==> src/design/ssdm_ram.sv <==
// ----------------------------------------------------------------------------
// ssdm_ram: generic single-port synchronous RAM
// One write or read per cycle, read data registered.
// ----------------------------------------------------------------------------
module ssdm_ram #(
  parameter int Width = 8,
  parameter int Depth = 16
) (
  input  logic                     clk,
  input  logic                     we,
  input  logic [$clog2(Depth)-1:0] addr,
  input  logic [Width-1:0]         wdata,
  output logic [Width-1:0]         rdata
);
  logic [Width-1:0] mem [Depth];

  always_ff @(posedge clk) begin
    if (we) begin
      mem[addr] <= wdata;
    end
    rdata <= mem[addr];
  end
endmodule

==> config.mk <==
export PLATFORM = sky130hd
export DESIGN_NAME = ssdm_ram
export DESIGN_NICKNAME = d
export VERILOG_FILES = /design/src/design/ssdm_ram.sv
export SDC_FILE = /design/constraint.sdc
export NUM_CORES = 1
export LEC_CHECK = 0
export BUFFER_PORTS_ARGS = -buffer_cell sky130_fd_sc_hd__buf_2
export CAP_MARGIN = 10
export CORE_ASPECT_RATIO = 1.5
export CORE_MARGIN = 1.5
export CORE_UTILIZATION = 41
export CTS_CLUSTER_DIAMETER = 40
export DETAILED_ROUTE_END_ITERATION = 10
export GPL_ROUTABILITY_DRIVEN = 1
export PLACE_DENSITY = 0.57
export SYNTH_ARGS = -nofsm -noshare
export SYNTH_HDL_FRONTEND = slang
export SYNTH_SLANG_ARGS = --single-unit
==> constraint.sdc <==
create_clock -name clk -period 3.97 [get_ports clk]
set_clock_uncertainty 0.1 [all_clocks]
set_input_delay 0.1985 -clock clk [delete_from_list [all_inputs] [get_ports clk]]
set_output_delay 0.1985 -clock clk [all_outputs]
set_load 0.02 [all_outputs]
Word level (Yosys, flattened, before mapping)
Memory sizes are Yosys's and may differ from the RTL's. A register that Yosys moved wholly into a read port is not among the register bits.
Cells that the tools add are included.
Widths: inputs -> output; s select.
{"block": "word_totals", "n_memories": 1, "register_bits": 0, "wordCells": 3, "input_bits": 14, "ram_bits": 128}
{"memory": "mem", "words": 16, "word_bits": 8, "read_ports": 1, "rd_ports_with_merged_regs": 1, "wr": 1, "line_no": "15", "text": "logic [Width-1:0] mem [Depth];"}
{"block": "op_classes", "muxes": 2}
{"op": "$mux 1", "n": 2}

Logic depth before layout (Yosys ltp)
{"block": "logic_depth", "word_depth": 2, "ltp_mapped": 5}

Worst setup path after synthesis
No wires, ideal clock.
{"block": "synth_path", "path_type": "input to register", "start": "input addr[2]", "end": "memory mem[0][0] (enable)", "setup_ps": 383, "required_ps": 3487, "arrival_time_ps": 1308, "path_stages": 2, "path_slack_ps": 2178, "cell_sequence": "or3b_2 -> nor3_1"}
{"item": "start: declaration", "line_no": "11", "text": "input logic [$clog2(Depth)-1:0] addr,"}
{"item": "end: declaration", "line_no": "15"}
No word-level cell before the write port.

Worst setup path after layout
{"block": "layout_path", "start": "input addr[1]", "end": "memory mem[3][0] (enable)"}
No word-level cell before the write port.

==> flow_summary.yaml <==
synth:
  yosysTopAreaCell: "edfxtp_1"
  ys.flop_type: "edfxtp_1"
  synth_compound_area_share_pct: 2.370
  async_reset_ff_share_pct: 0
  ys_seq_area_share_pct: 79.01
  synth_area_mm2: 0.005067
  synthTopCellsByArea: "edfxtp_1 76%, mux4_2 14%, dfxtp_1 3.2%, a22oi_1 2.4%, nor2_1 0.96%"
  synthXorXnorAreaFrac_pct: 0
  yosys.cell_types.count: 18
  yosysWarnings: 0
  synth_adder_area_share_pct: 0
  syn-num-nets: 244
  synth_top_area_share_pct: 75.85
  postSynthCellCount: 230
  syn_area_per_cell_um2: 22.03
  synth_top_family_by_area: "multiplexers"
  netlist_top_cells_count: "128 x edfxtp_1, 32 x mux4_2, 16 x a22oi_1"
  synth_edf_count: 128
  ys_ff_latch: 136
  synth_simple_gate_area_share_pct: 3.210
  synth_mux_area_share_pct: 14.22
  synth.most_common_cell: "edfxtp_1"
floorplan:
  coreArea_mm2: 0.01202
  ios: 22
  die_h_um: 139.2
  initial_core_util_pct: 42.17
  die_area_mm2: 0.01305
  rows: 49
  die_w_um: 93.77
power:
  ir_worst_vdd_uv: 408.8
  leakage_nw: 1.947
  power_density_mw_per_mm2: 570.6
detailed_routing:
  drt_iter0_markers: 149
  drt-pass1-iter-count: 4
  viasPerCell: 5.372
  route.detailed.drc: 0
  vias: 2310
  postRouteAntennaNets: 0
  finalWirelength_um: 10280
  wl_per_cell_um: 23.92
clocking:
  root_buffer: "clkbuf_16"
  cts_tree: "built"
  clock-sinks: 136
  max-clock-path-buffers: 2
  cts.clk_slew.worst_paths_ns: 0.06
  postCtsSetupRepairBufs: 0
  cts.htree.levels: 4
  clkLatencyLatePin_ns: 0.41
  cts_resized: 0
  numCtsBuffers: 17
  holdBufCountCts: 0
global_route:
  gr-usage-met1_pct: 21.91
  grt_util_all_layers_pct: 17.41
  gr-usage-met2_pct: 28.34
  grt_pass1_wl_um: 15430
  antenna_found_initial: 0
  grt_pass1_vias: 2441
  grt_overflow: 0
  grt_max_degree: 40
  grt.busiest_layer: "met2"
  grt_use_met3_pct: 4.276
place:
  portBuffers: 21
  dp.cells: 398
  hpwl_um: 6648
  gp_congestion: 0.7904
sta:
  max_freq_ghz: 0.4965
  rsz0062_at_grt: "no"
  worst_pin_slew_ns: 0.9579
  hold_viol_final: 0
  drv_slew: 0
  fin_crit_sh_pct: 50.73
  fin_setup_tns_ns: 0
  finalCriticalPeriod_ns: 2.014
  slew_headroom_pct: 36.14
  setup_viol: 0
final_layout:
  fin_cells: 430
  syn2layout_area_growth_pct: 17.80
  nets: 278
  n_antenna_cell: 0
  drive_above_1_share_pct: 32.85
worst_setup_path:
  crit_path_end_kind: "flip-flop"
  worstPathMaxFanout: 39
  required_ns: 3.90
  arrival_ns: 1.95
  setup.worst_path.class: "primary input to flip-flop"
  startpoint_type: "primary input"
run:
  max_cap_violations: 0
worst_hold_path:
  hold_path.class: "primary input to flip-flop"
outcome:
  status: "completed"
## cells by family (layout without fill, tap and decap cells)
| group | count (synthesis) | count (layout) |
|---|---|---|
| AO/OA/AOI/OAI | 16 | 16 |
| buffers and inverters | 11 | 58 |
| flip-flops | 136 | 136 |
| multiplexers | 32 | 32 |
| AND/OR/NAND/NOR | 35 | 35 |
## final timing paths
check / startpoint / end / slack (ns) / cells after the start
max: addr[1] / mem[3][0] / 1.96 / 3
min: wdata[5] / mem[1][5] / 0.10 / 1
max reg2reg: mem[3][6] / rdata[6] / 2.50 / 3
min reg2reg: mem[7][4] / rdata[4] / 0.57 / 3
## state kept, by name, summed over array words and instances (netlist names)
name   flops
rdata      8
mem      128
## power by group
part	switching, mW	leakage, nW	internal (mW)
registers	0.0109	1.22	1.61
clock network	0.579	0.303	1.05
logic	0.0988	0.420	0.0588
## placed cells by master, fill, tap and decap left out
master,n
edfxtp_1,128
nand2_1,9
mux4_2,32
clkbuf_16,17
clkinv_4,5
clkinvlp_4,2
nor2_1,13
inv_6,1
nor2b_1,2
nand2b_1,2
clkinv_2,3
buf_4,5
nor3_1,4
nand3_1,1
bufinv_16,4
and2_1,1
buf_2,21
dfxtp_1,8
a22oi_1,16
nand3b_1,2
or3b_2,1
## through the flow
stage          setup WS (ns)  hold slack [ns]  total power, mW  util [%]  instance area (µm²)
6_report               1.956           0.1012            3.406     49.68                 5969
5_1_grt                1.802           0.1069            3.498     49.68                 5969
4_1_cts                1.890          0.09803            3.427     49.68                 5969
3_5_place_dp           1.456           0.5130            1.810     44.45                 5341
2_1_floorplan          2.178           0.1974            1.737         -                 5067
3_3_place_gp           1.523           0.5155            1.808     44.45                 5341
## critical path: stages
cell and delay, ns:
buf_2 0.72, nand2_1 0.26, nor2_1 0.75
## layout make-up
| class | instances | area [µm²] |
|---|---|---|
| flip-flops and latches | 136 | 4004 |
| clock buffers | 17 | 425.4 |
| well taps | 153 | 191.4 |
| repair buffers | 26 | 142.6 |
| multi-input cells | 83 | 1003 |
| clock inverters | 15 | 202.7 |
| fillers | 1015 | 6047 |
## per-layer routing
layer / share of wire, % / routed length, µm
met5: 0 / 0
met4: 2.9 / 303
met3: 4.0 / 408
met2: 52 / 5397
met1: 41 / 4174
No activity file was read; power rests on OpenSTA's default activity.
